## config.mk

```make
export PLATFORM = sky130hd
export DESIGN_NAME = text_console_char_engine
export DESIGN_NICKNAME = d
export VERILOG_FILES = /design/src/rtl/core/tce_pkg.sv /design/src/rtl/core/tce_cfg.sv /design/src/rtl/core/tce_ctrl.sv /design/src/rtl/core/tce_dp.sv /design/src/rtl/core/text_console_char_engine.sv
export SDC_FILE = /design/constraint.sdc
export NUM_CORES = 1
export LEC_CHECK = 0
export ABC_CLOCK_PERIOD_IN_PS = 8100
export BUFFER_PORTS_ARGS = -buffer_cell sky130_fd_sc_hd__buf_2
export CORE_ASPECT_RATIO = 0.6
export CORE_UTILIZATION = 30
export DETAILED_ROUTE_END_ITERATION = 16
export HOLD_SLACK_MARGIN = 0.15
export PLACE_DENSITY_LB_ADDON = 0.15
export SETUP_SLACK_MARGIN = 0.1
export SYNTH_ARGS = -nofsm -noshare
export SYNTH_HDL_FRONTEND = slang
export SYNTH_SLANG_ARGS = --single-unit
export TNS_END_PERCENT = 50
```

## constraint.sdc

```tcl
create_clock -name clk_i -period 8.1 [get_ports clk_i]
set_clock_uncertainty 0.2 [all_clocks]
set_input_delay 0.81 -clock clk_i [delete_from_list [all_inputs] [get_ports clk_i]]
set_output_delay 0.81 -clock clk_i [all_outputs]
set_load 0.05 [all_outputs]
```

## src/rtl/core/tce_pkg.sv

```systemverilog
package tce_pkg;

  // tab stops every TAB_STOP_CELLS glyph cells
  localparam int TAB_STOP_CELLS = 8;

  localparam int CUR_W     = 11;
  localparam int DIV_CNT_W = $clog2(CUR_W);
  // width of the tab period in pixels; the pre-saturation column is one bit wider
  localparam int TAB_P_W   = 7 + $clog2(TAB_STOP_CELLS + 1);
  localparam int XW_W      = ((TAB_P_W > CUR_W) ? TAB_P_W : CUR_W) + 1;
  localparam int CMP_W     = (TAB_P_W > CUR_W + 1) ? TAB_P_W : CUR_W + 1;

  localparam int APB_ADDR_W = 5;
  localparam int APB_DATA_W = 32;

  localparam logic [CUR_W-1:0] MAX11 = '1;

  localparam logic [23:0] DEF_FG = 24'hd8d8d8;
  localparam logic [23:0] DEF_BG = 24'h000000;

  localparam logic [7:0] CH_NUL   = 8'h00;
  localparam logic [7:0] CH_BS    = 8'h08;
  localparam logic [7:0] CH_TAB   = 8'h09;
  localparam logic [7:0] CH_LF    = 8'h0A;
  localparam logic [7:0] CH_ESC   = 8'h1A;
  localparam logic [7:0] CH_COMMA = 8'h2C;
  localparam logic [7:0] CH_ZERO  = 8'h30;
  localparam logic [7:0] CH_NINE  = 8'h39;
  localparam logic [7:0] CH_SEMI  = 8'h3B;
  localparam logic [7:0] CH_UP_B  = 8'h42;
  localparam logic [7:0] CH_UP_F  = 8'h46;
  localparam logic [7:0] CH_UP_R  = 8'h52;
  localparam logic [7:0] CH_LO_B  = 8'h62;
  localparam logic [7:0] CH_LO_F  = 8'h66;
  localparam logic [7:0] CH_LO_R  = 8'h72;

  typedef enum logic [1:0] {
    CMD_NONE   = 2'd0,
    CMD_GLYPH  = 2'd1,
    CMD_FILL   = 2'd2,
    CMD_SCROLL = 2'd3
  } cmd_e;

  typedef enum logic [1:0] {
    SEL_NONE   = 2'd0,
    SEL_PRIM   = 2'd1,
    SEL_SCROLL = 2'd2
  } emit_sel_e;

  // effective configuration, zero cell sizes already forced to one
  typedef struct packed {
    logic [6:0]  cw;
    logic [6:0]  chh;
    logic [6:0]  lh;
    logic [11:0] sw;
    logic [11:0] th;   // text area height, at least one
  } cfg_t;

  typedef struct packed {
    cmd_e             cmd;
    logic [CUR_W-1:0] xs;
    logic [CUR_W-1:0] ys;
    logic [CUR_W-1:0] xe;
    logic [CUR_W-1:0] ye;
    logic [7:0]       glyph;
    logic [23:0]      fg;
    logic [23:0]      bg;
    logic [CUR_W-1:0] cur_x;
    logic [CUR_W-1:0] cur_y;
    logic [31:0]      count;
    logic             last;
  } res_t;

  typedef struct packed {
    logic      accept;
    logic      decode;
    logic      div_step;
    logic      tab_fix;
    logic      line;
    logic      scroll;
    logic      emit;
    emit_sel_e sel;
    logic      last;
  } ctrl_cmd_t;

  typedef struct packed {
    logic is_put;
    logic is_tab;
    logic div_done;
    logic has_prim;
    logic has_scroll;
    logic out_free;
  } ctrl_sts_t;

  function automatic logic [CUR_W-1:0] sat11(input logic [11:0] v);
    return v[11] ? MAX11 : v[CUR_W-1:0];
  endfunction

endpackage

```

## src/rtl/core/tce_cfg.sv

```systemverilog
module tce_cfg import tce_pkg::*; (
  input  logic                  clk_i,
  input  logic                  rst_ni,
  input  logic                  psel,
  input  logic                  penable,
  input  logic                  pwrite,
  input  logic [APB_ADDR_W-1:0] paddr,
  input  logic [APB_DATA_W-1:0] pwdata,
  output logic [APB_DATA_W-1:0] prdata,
  output logic                  pready,
  output cfg_t                  cfg_o
);

  localparam logic [2:0] REG_CHAR_W   = 3'd0;
  localparam logic [2:0] REG_CHAR_H   = 3'd1;
  localparam logic [2:0] REG_LINE_H   = 3'd2;
  localparam logic [2:0] REG_SCREEN_W = 3'd3;
  localparam logic [2:0] REG_SCREEN_H = 3'd4;
  localparam logic [2:0] REG_RSV_TOP  = 3'd5;

  logic [6:0]  cw_q, chh_q, lh_q;
  logic [11:0] sw_q, sh_q;
  logic [7:0]  rt_q;
  logic [11:0] th_q, th_d;
  logic        wr_en;
  logic [2:0]  idx;

  assign pready = 1'b1;
  assign idx    = paddr[4:2];
  assign wr_en  = psel & penable & pwrite & pready;

  // text height follows the screen registers in the next cycle
  assign th_d = (sh_q > {4'd0, rt_q}) ? sh_q - {4'd0, rt_q} : 12'd1;

  always_ff @(posedge clk_i or negedge rst_ni) begin
    if (!rst_ni) begin
      cw_q  <= 7'd8;
      chh_q <= 7'd16;
      lh_q  <= 7'd16;
      sw_q  <= 12'd1024;
      sh_q  <= 12'd768;
      rt_q  <= 8'd0;
      th_q  <= 12'd768;
    end else begin
      th_q <= th_d;
      if (wr_en) begin
        case (idx)
          REG_CHAR_W:   cw_q  <= pwdata[6:0];
          REG_CHAR_H:   chh_q <= pwdata[6:0];
          REG_LINE_H:   lh_q  <= pwdata[6:0];
          REG_SCREEN_W: sw_q  <= pwdata[11:0];
          REG_SCREEN_H: sh_q  <= pwdata[11:0];
          REG_RSV_TOP:  rt_q  <= pwdata[7:0];
          default: ;
        endcase
      end
    end
  end

  always_comb begin
    case (idx)
      REG_CHAR_W:   prdata = {25'd0, cw_q};
      REG_CHAR_H:   prdata = {25'd0, chh_q};
      REG_LINE_H:   prdata = {25'd0, lh_q};
      REG_SCREEN_W: prdata = {20'd0, sw_q};
      REG_SCREEN_H: prdata = {20'd0, sh_q};
      REG_RSV_TOP:  prdata = {24'd0, rt_q};
      default:      prdata = '0;
    endcase
  end

  assign cfg_o.cw  = (cw_q == 7'd0) ? 7'd1 : cw_q;
  assign cfg_o.chh = (chh_q == 7'd0) ? 7'd1 : chh_q;
  assign cfg_o.lh  = (lh_q == 7'd0) ? 7'd1 : lh_q;
  assign cfg_o.sw  = sw_q;
  assign cfg_o.th  = th_q;

endmodule

```

## src/rtl/core/tce_ctrl.sv

```systemverilog
module tce_ctrl import tce_pkg::*; (
  input  logic      clk_i,
  input  logic      rst_ni,
  input  logic      in_valid_i,
  output logic      in_ready_o,
  input  ctrl_sts_t sts_i,
  output ctrl_cmd_t ctl_o
);

  typedef enum logic [3:0] {
    S_IDLE,
    S_DECODE,
    S_DIV,
    S_TAB,
    S_LINE,
    S_SCROLL,
    S_EMIT_P,
    S_EMIT_S,
    S_EMIT_N
  } state_e;

  state_e state_q, state_d;

  assign in_ready_o = (state_q == S_IDLE);

  always_comb begin
    ctl_o   = '0;
    ctl_o.sel = SEL_NONE;
    state_d = state_q;
    case (state_q)
      S_IDLE: begin
        if (in_valid_i) begin
          ctl_o.accept = 1'b1;
          state_d      = S_DECODE;
        end
      end
      S_DECODE: begin
        ctl_o.decode = 1'b1;
        if (sts_i.is_put && sts_i.is_tab) state_d = S_DIV;
        else if (sts_i.is_put)            state_d = S_LINE;
        else                              state_d = S_EMIT_N;
      end
      S_DIV: begin
        ctl_o.div_step = 1'b1;
        if (sts_i.div_done) state_d = S_TAB;
      end
      S_TAB: begin
        ctl_o.tab_fix = 1'b1;
        state_d       = S_LINE;
      end
      S_LINE: begin
        ctl_o.line = 1'b1;
        state_d    = S_SCROLL;
      end
      S_SCROLL: begin
        ctl_o.scroll = 1'b1;
        if (sts_i.has_prim)        state_d = S_EMIT_P;
        else if (sts_i.has_scroll) state_d = S_EMIT_S;
        else                       state_d = S_EMIT_N;
      end
      S_EMIT_P: begin
        if (sts_i.out_free) begin
          ctl_o.emit = 1'b1;
          ctl_o.sel  = SEL_PRIM;
          ctl_o.last = !sts_i.has_scroll;
          state_d    = sts_i.has_scroll ? S_EMIT_S : S_IDLE;
        end
      end
      S_EMIT_S: begin
        if (sts_i.out_free) begin
          ctl_o.emit = 1'b1;
          ctl_o.sel  = SEL_SCROLL;
          ctl_o.last = 1'b1;
          state_d    = S_IDLE;
        end
      end
      S_EMIT_N: begin
        if (sts_i.out_free) begin
          ctl_o.emit = 1'b1;
          ctl_o.sel  = SEL_NONE;
          ctl_o.last = 1'b1;
          state_d    = S_IDLE;
        end
      end
      default: state_d = S_IDLE;
    endcase
  end

  always_ff @(posedge clk_i or negedge rst_ni) begin
    if (!rst_ni) begin
      state_q <= S_IDLE;
    end else begin
      state_q <= state_d;
    end
  end

endmodule

```

## src/rtl/core/tce_dp.sv

```systemverilog
module tce_dp import tce_pkg::*; (
  input  logic       clk_i,
  input  logic       rst_ni,
  input  cfg_t       cfg_i,
  input  logic [7:0] char_code_i,
  input  logic       parse_escapes_i,
  input  logic       last_of_write_i,
  input  ctrl_cmd_t  ctl_i,
  output ctrl_sts_t  sts_o,
  input  logic       res_ready_i,
  output logic       res_valid_o,
  output res_t       res_o
);

  localparam logic [DIV_CNT_W-1:0] DIV_LAST = DIV_CNT_W'(CUR_W - 1);

  // latched item
  logic [7:0] char_q;
  logic       pe_q, lw_q;

  // console state
  logic [CUR_W-1:0] cur_x_q, cur_x_d, cur_y_q, cur_y_d;
  logic [23:0]      fore_q, fore_d, back_q, back_d;
  logic             esc_q, esc_d, tgt_q, tgt_d;
  logic [23:0]      cacc_q, cacc_d;
  logic [7:0]       chan_q, chan_d;
  logic [1:0]       idx_q, idx_d;
  logic [31:0]      count_q, count_d;
  logic             ended_q, ended_d;

  // per-item working registers
  logic [XW_W-1:0]      xw_q, xw_d;
  logic [11:0]          y2_q, y2_d, t_q, t_d;
  logic                 scroll_q, scroll_d;
  logic                 has_prim_q, has_prim_d;
  res_t                 prim_q, prim_d;
  logic [CUR_W-1:0]     off_q, off_d;
  logic [CUR_W-1:0]     dq_q, dq_d, rem_q, rem_d;
  logic [DIV_CNT_W-1:0] dcnt_q, dcnt_d;

  // result register
  logic res_valid_q, res_valid_d;
  res_t res_q, res_d;

  logic                 is_put;
  logic [11:0]          cw12, chh12, lh12;
  logic [CUR_W-1:0]     cell_x;
  logic [11:0]          cell_xe, cell_ye, glyph_xw, y2_nl, t_nl, off_full;
  logic [11:0]          dig_mul;
  logic [TAB_P_W-1:0]   tab_p;
  logic [CUR_W:0]       rem_sh;
  logic                 rem_ge;
  logic [CMP_W-1:0]     rem_sub;
  logic                 nl;
  logic [23:0]          close_color;

  assign cw12  = {5'd0, cfg_i.cw};
  assign chh12 = {5'd0, cfg_i.chh};
  assign lh12  = {5'd0, cfg_i.lh};

  assign is_put = !ended_q && !esc_q && (char_q != CH_NUL) &&
                  !(pe_q && char_q == CH_ESC);

  // backspace steps back one cell, stopping at column zero
  assign cell_x   = (char_q == CH_BS) ?
                    (({1'b0, cur_x_q} >= cw12) ? cur_x_q - CUR_W'(cfg_i.cw) : '0) :
                    cur_x_q;
  assign cell_xe  = {1'b0, cell_x} + cw12 - 12'd1;
  assign cell_ye  = {1'b0, cur_y_q} + chh12 - 12'd1;
  assign glyph_xw = {1'b0, cur_x_q} + cw12;

  assign dig_mul = {1'b0, chan_q, 3'd0} + {3'd0, chan_q, 1'b0} +
                   {4'd0, char_q - CH_ZERO};
  assign close_color = cacc_q | {16'd0, chan_q};

  // tab remainder, one quotient bit per step
  assign tab_p   = TAB_P_W'(cfg_i.cw) * TAB_P_W'(TAB_STOP_CELLS);
  assign rem_sh  = {rem_q, dq_q[CUR_W-1]};
  assign rem_ge  = CMP_W'(rem_sh) >= CMP_W'(tab_p);
  assign rem_sub = CMP_W'(rem_sh) - CMP_W'(tab_p);

  assign nl    = (xw_q >= XW_W'(cfg_i.sw)) || (char_q == CH_LF);
  assign y2_nl = {1'b0, cur_y_q} + lh12;
  assign t_nl  = {1'b0, cur_y_q} + {lh12[10:0], 1'b0};
  assign off_full = t_q - cfg_i.th;

  always_comb begin
    cur_x_d    = cur_x_q;
    cur_y_d    = cur_y_q;
    fore_d     = fore_q;
    back_d     = back_q;
    esc_d      = esc_q;
    tgt_d      = tgt_q;
    cacc_d     = cacc_q;
    chan_d     = chan_q;
    idx_d      = idx_q;
    count_d    = count_q;
    ended_d    = ended_q;
    xw_d       = xw_q;
    y2_d       = y2_q;
    t_d        = t_q;
    scroll_d   = scroll_q;
    has_prim_d = has_prim_q;
    prim_d     = prim_q;
    off_d      = off_q;
    dq_d       = dq_q;
    rem_d      = rem_q;
    dcnt_d     = dcnt_q;
    res_d      = res_q;
    res_valid_d = res_valid_q & ~res_ready_i;

    if (ctl_i.decode) begin
      has_prim_d = 1'b0;
      scroll_d   = 1'b0;
      dq_d       = cur_x_q;
      rem_d      = '0;
      dcnt_d     = '0;
      xw_d       = XW_W'(cur_x_q);
      prim_d       = '0;
      prim_d.xs    = cell_x;
      prim_d.ys    = cur_y_q;
      prim_d.xe    = sat11(cell_xe);
      prim_d.ye    = sat11(cell_ye);
      if (ended_q) begin
        // rest of an ended write draws nothing
      end else if (esc_q) begin
        case (char_q) inside
          CH_SEMI, CH_NUL: begin
            if (tgt_q) back_d = close_color;
            else       fore_d = close_color;
            esc_d = 1'b0;
            if (char_q == CH_NUL) ended_d = 1'b1;
          end
          CH_LO_B, CH_UP_B: tgt_d = 1'b1;
          CH_LO_F, CH_UP_F: tgt_d = 1'b0;
          CH_LO_R, CH_UP_R: cacc_d = tgt_q ? DEF_BG : DEF_FG;
          CH_COMMA: begin
            // commas past the green channel are ignored
            if (idx_q == 2'd0) begin
              cacc_d = cacc_q | {chan_q, 16'd0};
              idx_d  = 2'd1;
              chan_d = '0;
            end else if (idx_q == 2'd1) begin
              cacc_d = cacc_q | {8'd0, chan_q, 8'd0};
              idx_d  = 2'd2;
              chan_d = '0;
            end
          end
          [CH_ZERO:CH_NINE]: chan_d = (dig_mul > 12'd255) ? 8'hFF : dig_mul[7:0];
          default: ;
        endcase
      end else if (char_q == CH_NUL) begin
        ended_d = 1'b1;
      end else if (pe_q && char_q == CH_ESC) begin
        esc_d  = 1'b1;
        tgt_d  = 1'b0;
        cacc_d = '0;
        chan_d = '0;
        idx_d  = '0;
      end else begin
        count_d = count_q + 32'd1;
        if (char_q == CH_BS) begin
          has_prim_d = 1'b1;
          prim_d.cmd = CMD_FILL;
          xw_d       = XW_W'(cell_x);
        end else if (char_q != CH_TAB && char_q != CH_LF) begin
          has_prim_d   = 1'b1;
          prim_d.cmd   = CMD_GLYPH;
          prim_d.glyph = char_q;
          prim_d.fg    = fore_q;
          prim_d.bg    = back_q;
          xw_d         = XW_W'(glyph_xw);
        end
      end
    end

    if (ctl_i.div_step) begin
      rem_d  = rem_ge ? rem_sub[CUR_W-1:0] : rem_sh[CUR_W-1:0];
      dq_d   = {dq_q[CUR_W-2:0], 1'b0};
      dcnt_d = dcnt_q + DIV_CNT_W'(1);
    end

    if (ctl_i.tab_fix) begin
      xw_d = XW_W'(cur_x_q) + XW_W'(tab_p) - XW_W'(rem_q);
    end

    if (ctl_i.line) begin
      y2_d = {1'b0, cur_y_q};
      t_d  = t_nl;
      if (nl) begin
        xw_d     = '0;
        y2_d     = y2_nl;
        scroll_d = (t_nl >= cfg_i.th);
      end
    end

    if (ctl_i.scroll) begin
      cur_x_d = (|xw_q[XW_W-1:CUR_W]) ? MAX11 : xw_q[CUR_W-1:0];
      if (scroll_q) begin
        off_d = sat11(off_full);
        // after the shift the cursor lands on text height minus line height
        cur_y_d = (cfg_i.th >= lh12) ? sat11(cfg_i.th - lh12) : '0;
      end else begin
        cur_y_d = sat11(y2_q);
      end
    end

    if (ctl_i.emit) begin
      res_valid_d = 1'b1;
      res_d       = '0;
      case (ctl_i.sel)
        SEL_PRIM:   res_d = prim_q;
        SEL_SCROLL: begin
          res_d.cmd = CMD_SCROLL;
          res_d.ys  = off_q;
          res_d.xe  = (cfg_i.sw == 12'd0) ? '0 : sat11(cfg_i.sw - 12'd1);
          res_d.ye  = sat11(cfg_i.th - 12'd1);
          res_d.bg  = DEF_BG;
        end
        default: res_d.cmd = CMD_NONE;
      endcase
      res_d.cur_x = cur_x_q;
      res_d.cur_y = cur_y_q;
      res_d.count = count_q;
      res_d.last  = ctl_i.last;
      // end of write: colors, parser and byte count back to defaults
      if (ctl_i.last && lw_q) begin
        fore_d  = DEF_FG;
        back_d  = DEF_BG;
        esc_d   = 1'b0;
        tgt_d   = 1'b0;
        cacc_d  = '0;
        chan_d  = '0;
        idx_d   = '0;
        count_d = '0;
        ended_d = 1'b0;
      end
    end
  end

  always_ff @(posedge clk_i or negedge rst_ni) begin
    if (!rst_ni) begin
      cur_x_q     <= '0;
      cur_y_q     <= '0;
      fore_q      <= DEF_FG;
      back_q      <= DEF_BG;
      esc_q       <= 1'b0;
      tgt_q       <= 1'b0;
      cacc_q      <= '0;
      chan_q      <= '0;
      idx_q       <= '0;
      count_q     <= '0;
      ended_q     <= 1'b0;
      res_valid_q <= 1'b0;
    end else begin
      cur_x_q     <= cur_x_d;
      cur_y_q     <= cur_y_d;
      fore_q      <= fore_d;
      back_q      <= back_d;
      esc_q       <= esc_d;
      tgt_q       <= tgt_d;
      cacc_q      <= cacc_d;
      chan_q      <= chan_d;
      idx_q       <= idx_d;
      count_q     <= count_d;
      ended_q     <= ended_d;
      res_valid_q <= res_valid_d;
    end
  end

  always_ff @(posedge clk_i) begin
    if (ctl_i.accept) begin
      char_q <= char_code_i;
      pe_q   <= parse_escapes_i;
      lw_q   <= last_of_write_i;
    end
    xw_q       <= xw_d;
    y2_q       <= y2_d;
    t_q        <= t_d;
    scroll_q   <= scroll_d;
    has_prim_q <= has_prim_d;
    prim_q     <= prim_d;
    off_q      <= off_d;
    dq_q       <= dq_d;
    rem_q      <= rem_d;
    dcnt_q     <= dcnt_d;
    res_q      <= res_d;
  end

  assign sts_o.is_put     = is_put;
  assign sts_o.is_tab     = (char_q == CH_TAB);
  assign sts_o.div_done   = (dcnt_q == DIV_LAST);
  assign sts_o.has_prim   = has_prim_q;
  assign sts_o.has_scroll = scroll_q;
  assign sts_o.out_free   = !res_valid_q || res_ready_i;

  assign res_valid_o = res_valid_q;
  assign res_o       = res_q;

endmodule

```

## src/rtl/core/text_console_char_engine.sv

```systemverilog
// text console character engine: takes one text byte per input transfer and
// keeps a pixel cursor, foreground and background colors and a color escape
// parser; each byte yields one or two drawing commands (glyph, background
// fill, scroll-up-and-clear, or none) on the output stream, the final one
// flagged by tlast, each carrying the cursor after the byte and the count of
// bytes handled as text (not escape or zero bytes) in the current write. a
// sequencer walks each byte through decode, the bit-serial remainder unit
// that finds the next tab stop for a tab (one bit of the 11-bit column per
// cycle), line and scroll handling for a text byte, and the emit of each
// command. one item is in flight at a time; the output register lets the
// next byte be taken while the last command still waits. configuration
// registers sit on the apb port at byte addresses 4*i; the user must see
// that they are written only while the engine is idle, which the block does
// not enforce. the derived text height settles in the cycle after a write
module text_console_char_engine import tce_pkg::*; (
  input  logic                  clk_i,
  input  logic                  rst_ni,
  // configuration port
  input  logic                  psel,
  input  logic                  penable,
  input  logic                  pwrite,
  input  logic [APB_ADDR_W-1:0] paddr,
  input  logic [APB_DATA_W-1:0] pwdata,
  output logic [APB_DATA_W-1:0] prdata,
  output logic                  pready,
  // text byte stream
  input  logic                  s_axis_tvalid,
  output logic                  s_axis_tready,
  input  logic [7:0]            s_axis_tdata,   // char_code
  input  logic                  s_axis_tuser,   // parse_escapes
  input  logic                  s_axis_tlast,   // last_of_write
  // drawing command stream
  output logic                  m_axis_tvalid,
  input  logic                  m_axis_tready,
  // x_start, y_start, x_end, y_end, glyph, fg_color, bg_color, cursor_x,
  // cursor_row, written_count, zero pad
  output logic [159:0]          m_axis_tdata,
  output logic [1:0]            m_axis_tuser,   // cmd
  output logic                  m_axis_tlast    // last
);

  cfg_t      cfg;
  ctrl_cmd_t ctl;
  ctrl_sts_t sts;
  res_t      res;

  // register file with the derived text height
  tce_cfg u_cfg (
    .clk_i   (clk_i),
    .rst_ni  (rst_ni),
    .psel    (psel),
    .penable (penable),
    .pwrite  (pwrite),
    .paddr   (paddr),
    .pwdata  (pwdata),
    .prdata  (prdata),
    .pready  (pready),
    .cfg_o   (cfg)
  );

  // sequencer: decode, tab remainder, line step, scroll, emit
  tce_ctrl u_ctrl (
    .clk_i      (clk_i),
    .rst_ni     (rst_ni),
    .in_valid_i (s_axis_tvalid),
    .in_ready_o (s_axis_tready),
    .sts_i      (sts),
    .ctl_o      (ctl)
  );

  // cursor, colors, escape parser and result register
  tce_dp u_dp (
    .clk_i           (clk_i),
    .rst_ni          (rst_ni),
    .cfg_i           (cfg),
    .char_code_i     (s_axis_tdata),
    .parse_escapes_i (s_axis_tuser),
    .last_of_write_i (s_axis_tlast),
    .ctl_i           (ctl),
    .sts_o           (sts),
    .res_ready_i     (m_axis_tready),
    .res_valid_o     (m_axis_tvalid),
    .res_o           (res)
  );

  // pack the result, first field in the lowest bits
  assign m_axis_tdata = {6'd0, res.count, res.cur_y, res.cur_x, res.bg, res.fg,
                         res.glyph, res.ye, res.xe, res.ys, res.xs};
  assign m_axis_tuser = res.cmd;
  assign m_axis_tlast = res.last;

endmodule

```

==> impl_metrics.toml <==
[run_status]
outcome = "complete, no violations"

[drt]
firstDrtPassIters = 6
drc = 0
wl_mm = 91.6
drt_iter0_drc = 1703
wl_per_cell_um = 21.4
dr_total_vias = 21100
via_per_inst = 4.93
drtAntennaViolNets = 0

[logic_synthesis]
synth.distinct_cells = 97
ys_warn_count = 0
synth_seq_area_share_pct = 52.9
ys_top_cells_by_count = "330 x edfxtp_1, 268 x nand2_1, 229 x nor2_1"
synth_ff_type = "edfxtp_1"
synth_area_leaders = "edfxtp_1 34%, dfrtp_1 16%, ha_1 7.1%"
ys_ff_latch = 553
synth-edff-count = 330
synth_async_sr_flop_share_pct = 37.8
synth_top_area_share_pct = 33.9
netlist_instances = 2745
synth_top_area_cell = "edfxtp_1"
netlist_area_um2 = 29200
synth.most_common_cell = "edfxtp_1"
syn_area_per_cell_um2 = 10.6

[setup_path]
arrival_ns = 6.49
max_stage_delay_ns = 0.66
startpoint_type = "flip-flop"
path_cells = "inv_1, ha_1, nor2b_1, o31a_1, o21ai_0, nand2_1, nand2_1, o21a_1, ha_1, inv_1, ha_1, inv_1, fa_1, nor2b_1, o21a_1, nor2_1, a2bb2oi_1, a211o_1, o21ai_0, xor2_1, o21ai_0"
crit_type = "flip-flop to flip-flop"
crit_required_ns = 8.25
critPathSlowestCell = "dfrtp_1"
cp-end-kind = "flip-flop"
reg2reg_slack_ns = 1.76
crit_path_max_fanout = 11

[cts]
root_buffer = "clkbuf_16"
cts_buffer_depth = 3
numCtsBuffers = 58
cts_sinks = 553
cts_tree = "built"
cts_resized = 0
clk_pin_slew_worst_paths_ns = 0.07
post_cts_buffers = 0
clock_latency_ns = 0.67
htreeDepth = 2

[global_route]
grt_overflow_total = 0
grt_pass1_wl_mm = 136
grt_max_degree = 96
antenna_found_initial = 8
grt_pass1_vias = 20700
grt_usage_pct = 18.4

[layout]
nets = 3164
syn_to_final_growth_pct = 15.4
instances_no_fill = 4282
utilization_pct = 35.0
design_area_um2 = 33700
drive_above_1_share_pct = 14.2

[placement]
placement.io_buffers = 202
routabilityCongestion = 0.905
post_dp_cell_area_um2 = 31500
hpwl_mm = 68.8
dpl.cell_count = 4155

[floorplanning]
ios = 252
rows = 88
die_width_um = 405
core-area_um2 = 96200
dieArea_um2 = 98600
die_h_um = 244
initial_core_util_pct = 30.4

[sta]
final.setup.tns_ns = 0
setup_violations = 0
worst_pin_slew_ns = 1.24
max_slew_margin_pct = 16.4
slew_violations = 0
max_freq_mhz = 158
final_min_period_over_clock_period_pct = 78.3
post-route-min-period_ns = 6.34
hold_viol_final = 0
rsz0062_at_grt = "false"

[run]
cap_violations = 0

[power_and_ir_drop]
ir_drop_v = 0.000193
p_sw_mw = 6.34
leakage_nw = 13.9
swShare_pct = 43.5
p_comb_share_pct = 44.7
internal_power_mw = 8.25
p_per_area_nw_per_um2 = 433
pwr-share-clk_pct = 20.1
seq_power_share_pct = 35.2

[min_path]
hold_class = "input pin to flip-flop"
worst paths after layout:
| kind | from | to | cells after the start |
|---|---|---|---|
| hold reg to reg | u_dp.dq_q[0] | u_dp.dq_q[0] | 2 |
| min in group asynchronous | rst_ni | u_cfg.sh_q[7] | 2 |
| setup reg to reg | u_cfg.cw_q[1] | u_dp.prim_q[125] | 21 |
| setup / recovery | u_cfg.cw_q[1] | u_dp.prim_q[125] | 21 |
| hold / removal | pwdata[8] | u_cfg.sw_q[8] | 3 |
| max in group asynchronous | rst_ni | u_dp.back_q[1] | 3 |
logic make-up (layout without fill, tap and decap cells):
group | count (synthesis) | after routing | share of synthesized area [%]
compound gates | 582 | 582 | 12.7
fa+ha+maj | 189 | 189 | 8.71
mux | 43 | 43 | 1.58
xor+xnor | 126 | 126 | 3.78
buf+inv | 343 | 544 | 4.94
other cells | 2 | 33 | 0.0257
flops | 553 | 553 | 52.9
simple gates | 907 | 907 | 15.3
flip-flops by register name, summed over array words and instances, names as in the netlist, 24 cells and up:
signal and cells:
u_dp.res_o 157, u_dp.prim_q 102, u_dp.count_q 32, u_dp.back_q 24, u_dp.cacc_q 24, u_dp.fore_q 24
power by group through the flow:
stage / combinational (mW) / clock [mW] / sequential, mW
detailed placement: 6.47 / 0 / 5.19
global placement: 6.38 / 0 / 5.17
CTS: 6.51 / 3.03 / 5.13
floorplan: 4.36 / 0 / 5.24
global route: 7.23 / 3.14 / 5.25
finish: 6.52 / 2.94 / 5.14
placed cells by master, fill, tap and decap left out, drive strengths merged, types with 25 or more instances in the layout:
cell,netlist,layout
nor2,232,232
a22oi,25,25
inv,194,200
clkbuf,97,70
nor3,51,51
nand2,270,270
conb,2,27
dfrtp,189,189
o21ai,148,148
edfxtp,330,330
ha,165,165
nand3,51,51
buf,51,228
xnor2,69,69
and2,85,85
a211oi,27,27
nand2b,29,29
xor2,57,57
nor2b,31,31
and3,73,73
a21oi,176,176
a21o,34,34
through the flow:
| stage | setup slack [ns] | hold WS, ns | power, mW |
|---|---|---|---|
| 6_report | 1.76 | 0.206 | 14.6 |
| 3_5_place_dp | 1.82 | 0.257 | 11.7 |
| 5_1_grt | 1.28 | 0.208 | 15.6 |
| 4_1_cts | 1.78 | 0.174 | 14.7 |
| 3_3_place_gp | 1.92 | 0.249 | 11.6 |
| 2_1_floorplan | 2.29 | 0.223 | 9.59 |
critical path, delay by kind of cell, from the launching register on:
kind / cells / cell delay, ns
AOI/OAI and AO/OA: 8 / 2.00
DFF: 1 / 0.66
and+or+nand+nor: 5 / 0.90
adders and majority gates: 4 / 1.26
xor gates and xnor gates: 1 / 0.59
buffers and inverters: 3 / 0.42
what timing repair did:
item | 4_1_cts | 5_1_grt
endpoints found under the setup margin | 0 | 0
hold buffers | 11 | 0
hold endpoints to repair | 94 | 0
final cells by class:
| cell class | instances | area (µm²) |
|---|---|---|
| Antenna cell | 6 | 15.0 |
| Clock buffer | 70 | 1570 |
| Multi-Input combinational cell | 1874 | 12400 |
| Fill cell | 9735 | 62500 |
| Sequential cell | 553 | 15400 |
| Inverter | 195 | 734 |
| Tap cell | 1305 | 1630 |
| Timing Repair Buffer | 239 | 1330 |
| Clock inverter | 40 | 533 |
layer usage:
metal  global-route usage [%]  part of all wire (%)
met1                     29.5                    52
met2                     24.0                    38
met3                     4.77                   7.8
met4                     3.62                   1.6
met5                        0                     0
Power figures use the tool's default switching activity.
